[src/hw/rtl/fwcq_pkg.sv]
// Package with the shared types and codes of the bounded queue with count queries.
`timescale 1ns / 1ps
`default_nettype none

package fwcq_pkg;

  localparam logic [2:0] ACT_PUSH    = 3'd0;
  localparam logic [2:0] ACT_POP     = 3'd1;
  localparam logic [2:0] ACT_GREATER = 3'd2;
  localparam logic [2:0] ACT_EVEN    = 3'd3;
  localparam logic [2:0] ACT_REVERSE = 3'd4;

  localparam logic [1:0] ST_OK    = 2'd0;
  localparam logic [1:0] ST_EMPTY = 2'd1;
  localparam logic [1:0] ST_FULL  = 2'd2;

  localparam int CNT_W = 5;

  typedef struct packed {
    logic [2:0]         action;
    logic signed [31:0] push_value;
    logic signed [31:0] threshold;
  } in_item_t;

  typedef struct packed {
    logic signed [31:0] popped_value;
    logic [CNT_W-1:0]   count_result;
    logic [1:0]         status;
    logic               is_empty;
  } out_item_t;

  typedef enum logic [3:0] {
    S_IDLE,
    S_DISPATCH,
    S_POP_WB,
    S_COUNT,
    S_RV_RA,
    S_RV_RB,
    S_RV_WA,
    S_RV_WB,
    S_DONE
  } ctrl_state_t;

  typedef struct packed {
    logic load;
    logic do_push;
    logic pop_rd;
    logic pop_wb;
    logic cnt_step;
    logic rv_rb;
    logic rv_wa;
    logic rv_wb;
    logic out_load;
  } dp_cmd_t;

  typedef struct packed {
    logic [2:0] action;
    logic       empty;
    logic       cnt_done;
    logic       rv_done;
    logic       out_free;
  } dp_sts_t;

endpackage

`default_nettype wire

[src/hw/rtl/fwcq_ctrl.sv]
// Controller state machine that sequences each request through the queue datapath.
`timescale 1ns / 1ps
`default_nettype none

module fwcq_ctrl
  import fwcq_pkg::*;
(
  input  wire logic    clk,
  input  wire logic    rst_n,
  input  wire logic    in_valid,
  output logic         in_stall,
  input  wire dp_sts_t sts,
  output dp_cmd_t      cmd
);

  ctrl_state_t state_r;
  ctrl_state_t state_nxt;

  always_ff @(posedge clk) begin
    if (!rst_n) begin
      state_r <= S_IDLE;
    end else begin
      state_r <= state_nxt;
    end
  end

  always_comb begin
    state_nxt = state_r;
    case (state_r)
      S_IDLE: begin
        if (in_valid) begin
          state_nxt = S_DISPATCH;
        end
      end
      S_DISPATCH: begin
        case (sts.action)
          ACT_PUSH:    state_nxt = S_DONE;
          ACT_POP:     state_nxt = sts.empty ? S_DONE : S_POP_WB;
          ACT_GREATER: state_nxt = S_COUNT;
          ACT_EVEN:    state_nxt = S_COUNT;
          ACT_REVERSE: state_nxt = S_RV_RA;
          default:     state_nxt = S_DONE;
        endcase
      end
      S_POP_WB: state_nxt = S_DONE;
      S_COUNT: begin
        if (sts.cnt_done) begin
          state_nxt = S_DONE;
        end
      end
      S_RV_RA: state_nxt = sts.rv_done ? S_DONE : S_RV_RB;
      S_RV_RB: state_nxt = S_RV_WA;
      S_RV_WA: state_nxt = S_RV_WB;
      S_RV_WB: state_nxt = S_RV_RA;
      S_DONE: begin
        if (sts.out_free) begin
          state_nxt = S_IDLE;
        end
      end
      default: state_nxt = S_IDLE;
    endcase
  end

  always_comb begin
    cmd      = '0;
    in_stall = 1'b1;
    case (state_r)
      S_IDLE: begin
        in_stall = 1'b0;
        cmd.load = in_valid;
      end
      S_DISPATCH: begin
        cmd.do_push = (sts.action == ACT_PUSH);
        cmd.pop_rd  = (sts.action == ACT_POP);
      end
      S_POP_WB: cmd.pop_wb = 1'b1;
      S_COUNT:  cmd.cnt_step = !sts.cnt_done;
      S_RV_RB:  cmd.rv_rb = 1'b1;
      S_RV_WA:  cmd.rv_wa = 1'b1;
      S_RV_WB:  cmd.rv_wb = 1'b1;
      S_DONE:   cmd.out_load = sts.out_free;
      default: begin
        cmd = '0;
      end
    endcase
  end

endmodule

`default_nettype wire

[src/hw/rtl/fwcq_dp.sv]
// Datapath with the entry memory, queue pointers, walk counters and result register.
`timescale 1ns / 1ps
`default_nettype none

module fwcq_dp
  import fwcq_pkg::*;
#(
  parameter int DEPTH = 16
) (
  input  wire logic     clk,
  input  wire logic     rst_n,
  input  wire in_item_t in_data,
  input  wire dp_cmd_t  cmd,
  output dp_sts_t       sts,
  output logic          out_valid,
  input  wire logic     out_stall,
  output out_item_t     out_data
);

  localparam int AW = (DEPTH > 1) ? $clog2(DEPTH) : 1;
  localparam int CW = $clog2(DEPTH + 1);

  logic [31:0]        mem [DEPTH];
  logic [31:0]        rdata_r;
  logic [AW-1:0]      raddr;
  logic [AW-1:0]      waddr;
  logic [31:0]        wdata;
  logic               we;

  logic [2:0]         act_r;
  logic [31:0]        val_r;
  logic signed [31:0] thr_r;
  logic [AW-1:0]      head_r;
  logic [CW-1:0]      occ_r;
  logic [CW-1:0]      idx_r;
  logic [CW-1:0]      jdx_r;
  logic               pend_r;
  logic [CNT_W-1:0]   count_r;
  logic [1:0]         status_r;
  logic [31:0]        popped_r;
  logic [31:0]        tmp_r;
  logic               out_valid_r;
  out_item_t          out_r;

  logic               full;
  logic               empty;
  logic               match;

  function automatic logic [AW-1:0] slot(input logic [AW-1:0] head,
                                         input logic [CW-1:0] pos);
    logic [CW:0] s;
    s = {{(CW + 1 - AW){1'b0}}, head} + {1'b0, pos};
    if (s >= (CW + 1)'(DEPTH)) begin
      s = s - (CW + 1)'(DEPTH);
    end
    return s[AW-1:0];
  endfunction

  assign full  = (occ_r == CW'(DEPTH));
  assign empty = (occ_r == '0);

  always_comb begin
    if (act_r == ACT_GREATER) begin
      match = ($signed(rdata_r) > thr_r);
    end else begin
      match = !rdata_r[0];
    end
  end

  always_comb begin
    raddr = slot(head_r, idx_r);
    if (cmd.pop_rd) begin
      raddr = head_r;
    end else if (cmd.rv_rb) begin
      raddr = slot(head_r, jdx_r);
    end
  end

  always_comb begin
    we    = 1'b0;
    waddr = slot(head_r, idx_r);
    wdata = rdata_r;
    if (cmd.do_push) begin
      we    = !full;
      waddr = slot(head_r, occ_r);
      wdata = val_r;
    end else if (cmd.rv_wa) begin
      we = 1'b1;
    end else if (cmd.rv_wb) begin
      we    = 1'b1;
      waddr = slot(head_r, jdx_r);
      wdata = tmp_r;
    end
  end

  always_ff @(posedge clk) begin
    if (we) begin
      mem[waddr] <= wdata;
    end
    rdata_r <= mem[raddr];
  end

  always_ff @(posedge clk) begin
    if (cmd.load) begin
      act_r <= in_data.action;
      val_r <= in_data.push_value;
      thr_r <= in_data.threshold;
      jdx_r <= empty ? '0 : occ_r - CW'(1);
      tmp_r <= '0;
    end else begin
      if (cmd.rv_rb) begin
        tmp_r <= rdata_r;
      end
      if (cmd.rv_wb) begin
        jdx_r <= jdx_r - CW'(1);
      end
    end
    if (cmd.out_load) begin
      out_r.popped_value <= popped_r;
      out_r.count_result <= count_r;
      out_r.status       <= status_r;
      out_r.is_empty     <= empty;
    end
  end

  always_ff @(posedge clk) begin
    if (!rst_n) begin
      head_r      <= '0;
      occ_r       <= '0;
      idx_r       <= '0;
      pend_r      <= 1'b0;
      count_r     <= '0;
      status_r    <= ST_OK;
      popped_r    <= '0;
      out_valid_r <= 1'b0;
    end else begin
      if (cmd.load) begin
        idx_r    <= '0;
        pend_r   <= 1'b0;
        count_r  <= '0;
        status_r <= ST_OK;
        popped_r <= '0;
      end
      if (cmd.do_push) begin
        if (full) begin
          status_r <= ST_FULL;
        end else begin
          occ_r <= occ_r + CW'(1);
        end
      end
      if (cmd.pop_rd && empty) begin
        status_r <= ST_EMPTY;
      end
      if (cmd.pop_wb) begin
        popped_r <= rdata_r;
        head_r   <= (head_r == AW'(DEPTH - 1)) ? '0 : head_r + AW'(1);
        occ_r    <= occ_r - CW'(1);
      end
      if (cmd.cnt_step) begin
        if (pend_r && match) begin
          count_r <= count_r + CNT_W'(1);
        end
        if (idx_r < occ_r) begin
          idx_r  <= idx_r + CW'(1);
          pend_r <= 1'b1;
        end else begin
          pend_r <= 1'b0;
        end
      end
      if (cmd.rv_wb) begin
        idx_r <= idx_r + CW'(1);
      end
      if (cmd.out_load) begin
        out_valid_r <= 1'b1;
      end else if (!out_stall) begin
        out_valid_r <= 1'b0;
      end
    end
  end

  always_comb begin
    sts          = '0;
    sts.action   = act_r;
    sts.empty    = empty;
    sts.cnt_done = (idx_r == occ_r) && !pend_r;
    sts.rv_done  = !(idx_r < jdx_r);
    sts.out_free = !out_valid_r || !out_stall;
  end

  assign out_valid = out_valid_r;
  assign out_data  = out_r;

  a_occ_bound: assert property (@(posedge clk) disable iff (!rst_n)
    occ_r <= CW'(DEPTH))
    else $error("occupancy exceeds the queue depth");

  a_full_push_keeps: assert property (@(posedge clk) disable iff (!rst_n)
    cmd.do_push && full |=> $stable(occ_r) && status_r == ST_FULL)
    else $error("push on a full queue changed the occupancy");

  a_pop_drops_one: assert property (@(posedge clk) disable iff (!rst_n)
    cmd.pop_wb |=> occ_r == $past(occ_r) - CW'(1))
    else $error("pop did not remove exactly one entry");

  a_no_result_overwrite: assert property (@(posedge clk) disable iff (!rst_n)
    cmd.out_load |-> !(out_valid_r && out_stall))
    else $error("result register loaded while a stalled transfer was pending");

endmodule

`default_nettype wire

[src/hw/rtl/fifo_with_count_queries.sv]
// Push and pop go through dispatch (pop also through write-back) to the result register.
// Count requests walk the stored entries one entry per read before loading the result.
// Reverse swaps each pair by two reads then two writes, as the store has one write port.
// One request is in flight at a time; a stalled result delays the next input transfer.
// Reset clears the pointers, occupancy and result valid; the entry store is not cleared.
`timescale 1ns / 1ps
`default_nettype none

module fifo_with_count_queries
  import fwcq_pkg::*;
#(
  parameter int DEPTH = 16
) (
  input  wire logic     clk,
  input  wire logic     rst_n,
  input  wire logic     in_valid,
  output logic          in_stall,
  input  wire in_item_t in_data,
  output logic          out_valid,
  input  wire logic     out_stall,
  output out_item_t     out_data
);

  dp_cmd_t cmd;
  dp_sts_t sts;

  fwcq_ctrl u_ctrl (
    .clk      (clk),
    .rst_n    (rst_n),
    .in_valid (in_valid),
    .in_stall (in_stall),
    .sts      (sts),
    .cmd      (cmd)
  );

  fwcq_dp #(
    .DEPTH (DEPTH)
  ) u_dp (
    .clk       (clk),
    .rst_n     (rst_n),
    .in_data   (in_data),
    .cmd       (cmd),
    .sts       (sts),
    .out_valid (out_valid),
    .out_stall (out_stall),
    .out_data  (out_data)
  );

endmodule

`default_nettype wire
[config.mk]
export PLATFORM = sky130hd
export DESIGN_NAME = fifo_with_count_queries
export DESIGN_NICKNAME = d
export VERILOG_FILES = /design/src/hw/rtl/fwcq_pkg.sv /design/src/hw/rtl/fwcq_ctrl.sv /design/src/hw/rtl/fwcq_dp.sv /design/src/hw/rtl/fifo_with_count_queries.sv
export SDC_FILE = /design/constraint.sdc
export NUM_CORES = 1
export LEC_CHECK = 0
export BUFFER_PORTS_ARGS = -buffer_cell sky130_fd_sc_hd__buf_2
export CAP_MARGIN = 20
export CORE_MARGIN = 2
export CORE_UTILIZATION = 62
export DETAILED_ROUTE_END_ITERATION = 8
export MAX_ROUTING_LAYER = met4
export PLACE_DENSITY = 0.8
export REMOVE_ABC_BUFFERS = 1
export SYNTH_ARGS = -nofsm -noshare
export SYNTH_HDL_FRONTEND = slang
export SYNTH_SLANG_ARGS = --single-unit
[constraint.sdc]
create_clock -name clk -period 5.8 [get_ports clk]
set_input_delay 0.58 -clock clk [delete_from_list [all_inputs] [get_ports clk]]
set_output_delay 0.58 -clock clk [all_outputs]
set_load 0.02 [all_outputs]
# == Yosys cells after proc, flatten, opt, wreduce, memory -nomap -nowiden ==
# Memory sizes are Yosys's and may differ from the RTL's. A register that Yosys moved wholly into a read port is not among the register bits.
# Cells that the tools add are included.
# word_totals
regBits,203
mem_bits_rw,512
input_bits,71
out_inout_bits,42
elab_cells,138
memories,1
# classes
n_addsub,12
order_cmp,6
n_eq_ne,20
muxes,58
bitwise,1
reduce_logical,21
# mem_list
name,words,word_bits,rd,rd_clocked_by_memory_dff,wr,line,text
u_dp.mem,16,32,1,1,1,fwcq_dp.sv:23,logic [31:0] mem [DEPTH];
# ops
operator,n
$mux W32,5
$mux W5,13
$mux W4,14
$pmux W4 S9,1
$gt A32 B32 Y1,1
$mux W1,20
$add A4 B5 Y6,3
$ge A6 B5 Y1 const B,3
$eq A4 B3 Y1 const B,4
$add A5 B1 Y5 const B,3
$pmux W4 S3,1
$sub A4 B1 Y4 const B,3
$lt A5 B5 Y1,2
$sub A5 B1 Y5 const B,2
$eq A4 B2 Y1 const B,2
$eq A4 B4 Y1 const B,2
$mux W2,4
$reduce_bool A2 Y1,4
$eq A3 B2 Y1 const B,2
$logic_not A1 Y1,6
$ne A2 B1 Y1 const B,3
$eq A5 B5 Y1,1
$eq A5 B5 Y1 const B,1
$logic_not A5 Y1,1
other kinds (13),17

# == Longest topological paths before layout ==
# Gate-level depths: netlist (run 1).
# logic_depth
depth_word,7
depth_mapped,12
ltp_nobuf,9

# == Modules after synthesis ==
# A second synthesis (run 1) with hierarchy kept.
# hier_totals
cells_unflattened,1664
hier_area_um2,29650.9
# modules_own_cells
mod,n_inst,cells_each,area_each_um2,seq_area_each_um2
fwcq_dp,1,1610,29254.3,21120.3
fwcq_ctrl,1,54,396.6,80.1

# == Least setup slack after synthesis (run 1) ==
# No wires, ideal clock.
# synth_timing
path_kind,register to register
from,reg u_ctrl.state_r[2]
to,"mem u_dp.mem[15][0], enable pin"
t_arrival_ps,4211
t_required_ps,5339
setup_slack_ps,1128
path_stages_with_launch,10
path_buffers,2
cell_sequence,dfxtp_1 > buf_2 > nor4b_4 > nand2b_1 > nor3_1 > clkbuf_1 > nand2_1 > o31a_1 > xnor2_1 > nor3_1
# synth_between
elab_chain_len,7
# synth_lines
element,line,text
"start, declared",fwcq_ctrl.sv:16,ctrl_state_t state_r;
"start signal, assigned",fwcq_ctrl.sv:23,state_r <= state_nxt;
$eq A4 B3 Y1,fwcq_ctrl.sv:67,case (state_r)
$mux W1,fwcq_ctrl.sv:67,
$mux W1,fwcq_dp.sv:89,end else if (cmd.rv_wb) begin
$mux W1,fwcq_dp.sv:87,end else if (cmd.rv_wa) begin
$mux W1,fwcq_dp.sv:83,if (cmd.do_push) begin
$mux W1,fwcq_dp.sv:97,if (we) begin
$mux W1 (implied by the code),fwcq_dp.sv:98,mem[waddr] <= wdata;
"end, declared",fwcq_dp.sv:23,
# Several ways; a longest one is shown, not always the timed one.

# == Final worst setup path (run 1) ==
# layout_timing
from,reg u_ctrl.state_r[0]
to,"mem u_dp.mem[1][31], enable pin"
# Same word-level chain as after synthesis.

==> results of run 1 <==
==> cells by family (layout without fill, tap and decap cells) <==
logic type                 Yosys count  in the layout
AOI/OAI and AO/OA                  206            206
xor gates and xnor gates            17             17
adders and majority gates           60             60
buffers and inverters              152            382
DFF                                747            747
muxes                              451            451
other                                0              1
and+or+nand+nor                    301            301
==> worst paths after layout <==
kind,start,depth (start not counted),end
worst max register to register,u_ctrl.state_r[0],7,u_dp.mem[1][31]
worst max-delay path,u_ctrl.state_r[0],7,u_dp.mem[1][31]
worst min register to register,u_dp.popped_r[19],0,u_dp.out_data[27]
worst min-delay path,in_data[61],1,u_dp.val_r[29]
==> flip-flops by register name (all words and copies together) (netlist names) <==
name and count:
u_dp.mem 512, u_dp.out_data 40, u_dp.popped_r 32, u_dp.rdata_r 32, u_dp.thr_r 32, u_dp.tmp_r 32, u_dp.val_r 32, u_dp.count_r 5
u_dp.idx_r 5, u_dp.jdx_r 5, u_dp.occ_r 5, u_ctrl.state_r 4, u_dp.head_r 4, u_dp.act_r 3, u_dp.status_r 2, u_dp.out_valid 1
u_dp.pend_r 1
==> worst max-delay path, cell delays in order, from the launching register on <==
cell      delay (ps)
dfxtp_1          630
nor4b_4          350
nand2b_1         150
nor3_2           710
o31a_1           300
xor2_1           290
nor3_2           630
buf_4            540
==> power by group through the flow <==
stage               logic [mW]  clock network, mW  registers (mW)
global placement         0.680                  0            6.22
global route             0.811               5.28            6.11
floorplan                0.481                  0            6.20
detailed placement       0.724                  0            6.22
CTS                      0.736               5.07            6.10
finish                   0.749               5.02            6.11
==> layer usage <==
layer / vias to the layer above / GRT usage, % / part of all wire (%)
li1: 7720 / - / -
met1: 8866 / 38.2 / 39
met2: 903 / 47.8 / 49
met3: 193 / 4.76 / 8.2
met4: 0 / 12.4 / 3.9
met5: - / - / 0
==> cells in the final DEF (no fill, tap or decap), types with 57 or more instances in the layout <==
| master | synthesis | layout |
|---|---|---|
| buf_2 | 11 | 117 |
| dfxtp_1 | 123 | 123 |
| clkbuf_16 | 0 | 79 |
| ha_1 | 57 | 57 |
| buf_4 | 24 | 60 |
| nand2_1 | 132 | 132 |
| mux2i_1 | 419 | 418 |
| nor2_1 | 70 | 68 |
| a21oi_1 | 71 | 70 |
| edfxtp_1 | 624 | 624 |
==> stage by stage <==
| stage | area, sq um | hold slack, ps |
|---|---|---|
| floorplan | 29900 | 408 |
| global placement | 31900 | 415 |
| detailed placement | 32000 | 418 |
| CTS | 34600 | 101 |
| global route | 34600 | 125 |
| finish | 34600 | 128 |
==> cell type report <==
cell class	instances	area, sq um	share of cell area [%]
repair buffers	185	1200	3.45
diodes	1	2.50	0.00722
multi-input cells	1035	8650	25.0
flip-flops and latches	747	21200	61.2
inverters	57	216	0.625
well taps	622	778	2.25
clock inverters	31	405	1.17
clock buffers	109	2190	6.32
==> results.txt, run 1 <==
- Worst slew margin: 24.9%
* Final critical-path share of the clock period: 69.1%
- Routability-driven placement finished with a final weighted congestion of 0.913.
- Setup slack closes at 1790 ps.
- After Yosys synthesis, full adders, half adders and majority gates account for about 2.5% of the synthesized area.
* DP HPWL: 42100 um
- The most used flip-flop cell after synthesis is edfxtp_1.
- The area growth from synthesis to layout is 13.8%.
* Proportion of power drawn by combinational gates: 6.3%
* Width of the die: approximately 230 um
* Leading cell types by total area after synthesis: edfxtp_1, mux2i_1, dfxtp_1, mux4_2, ha_1
* Fraction of synthesized cell area taken by the top area cell type: 61.6%
- The clock passes through at most 3 buffers.
* Initial antenna violation count: 1
* Type of element capturing the critical path: flop
* Core region area: 0.0486 sq mm
- Worst setup skew after layout: 27.6 ps
* Count of synthesis-stage warnings from yosys: 0
- Net Sw Frac: 22.0%
- Die Footprint: 0.0509 sq mm
- Data on the critical path is required at its endpoint by 6050 ps.
* Tot GR Track Use: 29.7%
* Number of instances resized during post-cts repair: 0
- The clock tree synthesis step divided the H-tree into 3 levels.
- In this run the tool buffered the top-level ports with 112 buffer cells.
* Area share of xor/xnor cells in the synthesized design: 0.551%
- Total power: roughly 12 mW
* Worst skew pair latency: between 600 and 700 ps
- In the synthesized netlist, mux cells make up 16.1% of the area.
- Critical path data arrival time: 4250 ps
* Synth Register Bits: 747
* Highest ir drop seen on vdd: 0.294 mV
* Most area-hungry cell type in the Yosys netlist: edfxtp_1
- Category of the worst setup path launch point: flop
* Vias post-DR: around 18000
- Initial Utilization: 62.6%
- In this run the clock root is driven by a clkbuf_16.
- For the pin with the worst max-slew slack, the measured transition is ~1100 ps.
- Number of distinct standard cells referenced by the synthesized netlist: 62
- Internal power: 9.26 mW
- Synth Instances: 1934
* Vias in the first global route: around 18000
* Setup repair bufs after CTS: 0
* WS Path Type: reg -> reg
- Portion of total power attributed to the clock network: 42.3%
- Number of flops mapped to enable cells by yosys: between 600 and 700
- The detail route stage leaves a number of antenna-violating nets equal to 0.
- Final-stage net count: 2232
* Count of standard-cell rows: 81
* Sink count of the clock tree: ~750
- Main combinational cell family by area after synthesis: multiplexers
- Sequential elements use 69.7% of the synthesized area.
- After detailed routing, the number of remaining DRC violations is 0.
* Cells after DPL: 2643
- Sequential power share: between 50% and 60%
- Along the worst path, the maximum fanout reaches 26.
- Once layout is complete, the utilization of the core stands at 71.2%.
* Average footprint of a synthesized cell: 15.7 sq um
- Setup repair after global routing left no endpoint under its margin.
- Summed over all cells, the static leakage comes to about 15 nW.
* Vias per std cell: 6.34
* Share of final-layout standard cells stronger than drive strength 1: between 10% and 20%
- Leftover overflow at the end of global routing: 0
- Buffers inserted to repair hold after CTS numbered 0.
* Highest Clock Rate: 250 MHz
- Clock tree from TritonCTS: yes
- IO Pins: 113
- After clock tree synthesis, the clock-pin slew on the worst setup and hold paths is 60 ps.
* Time the worst path needs with I/O delays and setup: around 4000 ps
* Filler cell count in the final layout: 3006
* Final slew viol count: 0
- Simple-gate share of the synthesized area: 4.55%
- The synthesized netlist devotes 4.14% of its cell area to compound gates.
- Final setup violation count: 0
- Wirelength per Cell: 25.9 um
- In this run, the number of DRC markers left after iteration 0 of detailed routing was roughly 2000.
- Clock buffers created by TritonCTS: 75
- Adding up every negative setup slack in the final design gives 0 ps.
- Wires add up to a little over 70000 um.
- Status: finished clean
* Vertical die dimension: ~230 um
- Register-to-Register Setup Slack: around 1800 ps
- First drt pass iteration count: 7
- Power spent charging and discharging nets: 2.61 mW
- Share of flip-flops with an asynchronous set or reset after synthesis: 0%
- Number of endpoints with negative hold slack in the final report: 0
* Power density relative to cell area: ~340 mW/mm^2
* Most used standard cell by instance count after synthesis: edfxtp_1
- In the synthesized netlist, the cells that appear most often are edfxtp_1, mux2i_1, nand2_1, dfxtp_1, a21oi_1.
- Min-Delay Path Class: in -> reg
- The first global-routing pass estimated 107000 um of wire.
- OpenSTA, run right after detailed placement, puts the worst setup slack at 1940 ps.
- Combined area of all synthesized cells: roughly 0.03 sq mm
* Post-Layout Cell Count: 2787
- Entering global routing, the biggest net connects 104 pins.
- Number of max-cap violations: 0
Note: power is estimated with default switching activity, not from simulation.
==> run 2, diff against run 1 <==
Settings changed: CORE_UTILIZATION 62 to 56, PLACE_DENSITY 0.8 to 0.76.
Clock period 5.8 ns to 3.28 ns, I/O delays scaled along.
==> run 2 against run 1 <==
Net effect:
- fmax rose by 26%
- sequential share of layout area fell by 2.3 points
- clock power rose by 73%
- sequential power rose by 77%
==> results.txt, run 2 (synthesis gave the netlist of run 1 again) <==
- The number of instances in the placed design came to 2762 (was 2643).
* Post-detailed-routing wire length: 72800 um (was 72200 um)
- Share of final-layout standard cells stronger than drive strength 1: 18.3% (was 16.9%)
* Initial Utilization: 56.6% (was 62.6%)
* Final-stage net count: 2342 (was 2232)
- DRC violations left: 0 (unchanged)
- The end-of-flow core utilization came to 66.8% (was 71.2%).
* Worst skew pair latency: 630 ps (about the same)
* Tot GR Track Use: 26.9% (was 29.7%)
- The TritonCTS clock tree is yes (unchanged).
* Antenna cell count: 0 (was 1)
- Type of element capturing the critical path: flop (unchanged)
- The setup skew after layout came to 29.4 ps (was 27.6 ps).
- The arrival time of the worst setup path is 3540 ps (was 4250 ps).
* Area overhead of the layout relative to synthesis: 18.2% (was 13.8%)
- Sink count of the clock tree: 747 (unchanged)
* DP HPWL: 44100 um (was 42100 um)
* Initial antenna violation count: 0 (was 1)
- Endpoint of the worst-slack reg-to-reg timing path: u_dp.mem[2][6] (was u_dp.mem[1][31])
- Highest ir drop seen on vdd: 0.461 mV (was 0.294 mV)
- The relative max-transition margin is 24.6% (was 24.9%).
* Antenna Nets Post-Route: 0 (unchanged)
- The count of TritonRoute iterations in the first routing pass came to 5 (was 7).
- The number of max-cap violations is 0 (unchanged).
- Setup repair bufs after CTS: 0 (unchanged)
* Worst Tran Pin Value: 1120 ps (about the same)
- Status: finished clean (unchanged)
- The pin count of the biggest net entering global routing is 57 (was 104).
* Register with the most flip-flops: u_dp.mem (unchanged)
* Min-Delay Path Class: in -> reg (unchanged)
- Root Buffer: clkbuf_16 (unchanged)
* Final weighted congestion in routability-driven placement: 0.930 (was 0.913)
- The launch point of the worst hold path is out_stall (was in_data[61]).
- The vertical die dimension was 237 um (was 226 um).
- The number of buffers on the longest clock path is 3 (unchanged).
- The number of setup violations in the final report came to 0 (unchanged).
- Post-Layout Cell Count: 2969 (was 2787)
- The total count of max-transition violations in the final report came to 0 (unchanged).
- The total congestion overflow after global routing came to 0 (unchanged).
- The number of global-route vias before repair was 17900 (was 17700).
- The most common cell after layout, fill and taps aside was edfxtp_1 (unchanged).
* Drt initial violations: 1750 (was 2015)
- The post-route fraction of the period consumed by the critical path came to 97.2% (was 69.1%).
- The clock transition at the registers of the reported paths came to 60 ps (about the same).
* Time the worst path needs with I/O delays and setup: 3190 ps (was 4010 ps)
- The routed via count came to 17800 (was 17700).
- Width of the die: 237 um (was 226 um)
* Register-to-Register Setup Slack: 90 ps (was 1790 ps)
* Crit Path Max Fanout: 27 (was 26)
- The upper clock frequency limit came to 314 MHz (was 250 MHz).
- The floorplan row count is 85 (was 81).
- The average vias per placed instance was 5.98 (was 6.34).
- Core region area: 0.0538 sq mm (was 0.0486 sq mm)
* Power density relative to cell area: 581 mW/mm^2 (was 343 mW/mm^2)
* Category of the worst setup path launch point: flop (unchanged)
* Leakage: 15.1 nW (was 14.6 nW)
- R2R cell count: 8 (was 7)
- Global-route wire length before repair: 109000 um (was 107000 um)
- Hold Path Sink: u_dp.out_valid (was u_dp.val_r[29])
- WS Path Type: reg -> reg (unchanged)
- IO Pins: 113 (unchanged)
- The detail-routed net length per standard cell is 24.5 um (was 25.9 um).
* Number of flip-flops under the largest register name: 512 (unchanged)
- The CTS H-tree depth was 3 (unchanged).
* Reg-to-reg critical path startpoint: u_dp.jdx_r[2] (was u_ctrl.state_r[0])
- Required time of the critical path: 3630 ps (was 6050 ps)
- Die Footprint: 0.0562 sq mm (was 0.0509 sq mm)
* Instance count along the most critical hold path: 3 (was 1)
- The final hold violation count came to 0 (unchanged).
- Top library cells by usage in the layout, fill and taps aside: edfxtp_1, mux2i_1, nand2_1 (unchanged).
- Clock buffers created by TritonCTS: 76 (was 75)
- Buffers on Ports: 112 (unchanged)
[run 2: through the flow]
step	area, sq um	setup slack [ps]	hold WS [ps]	total power, mW	setup TNS (ps)
finish	36000	90.3	25.8	20.9	0
floorplan	29900	-18120	408	11.8	-4426160
CTS	35900	58.4	0.669	21.0	0
global route	36000	-36.2	35.8	21.6	-36.2
detailed placement	32700	44.0	414	12.3	0
global placement	32700	158	416	12.3	0
[run 2: worst max-delay path, cell delays in order (launching register included)]
cell and delay, ps:
edfxtp_1 470, ha_1 370, a21oi_1 170, a21oi_1 110
nor3_1 260, o31a_1 270, xor2_1 810, nor3_2 190
buf_12 260
[run 2: power breakdown]
part	internal [mW]	switching (mW)
Clock	5.03	3.65
Sequential	10.6	0.148
Combinational	0.517	0.936
[run 2: worst max-delay path by stage]
stage,slack (ps),end,depth (start not counted),startpoint
6_report,90,u_dp.mem[2][6],8,u_dp.jdx_r[2]
5_1_grt,-40,u_dp.count_r[3],9,u_dp.rdata_r[31]
4_1_cts,60,u_dp.count_r[3],9,u_dp.rdata_r[31]
3_5_place_dp,40,u_dp.count_r[3],9,u_dp.rdata_r[31]
3_3_place_gp,160,u_dp.count_r[4],9,u_dp.rdata_r[31]
2_1_floorplan,-18120,u_dp.rdata_r[0],6,u_ctrl.state_r[0]
[run 2: layout make-up]
cell class | count | area (sq um)
Inverter | 57 | 216
Multi-Input combinational cell | 1035 | 8680
Timing Repair Buffer | 294 | 2470
Clock inverter | 47 | 507
Sequential cell | 747 | 21200
Tap cell | 696 | 871
Fill cell | 3502 | 17800
Clock buffer | 93 | 2040
[run 2: timing repair]
| item | 4_1_cts | 5_1_grt |
|---|---|---|
| hold endpoints to repair | 67 | 0 |
| setup endpoints to repair | 0 | 244 |
| resized for setup | 0 | 6 |
| hold buffers | 67 | 0 |
[run 2: metal layers]
| layer | track usage [%] | share of wire [%] |
|---|---|---|
| met5 | - | 0 |
| met4 | 8.37 | 2.4 |
| met3 | 4.35 | 7.5 |
| met2 | 43.0 | 49 |
| met1 | 35.9 | 42 |
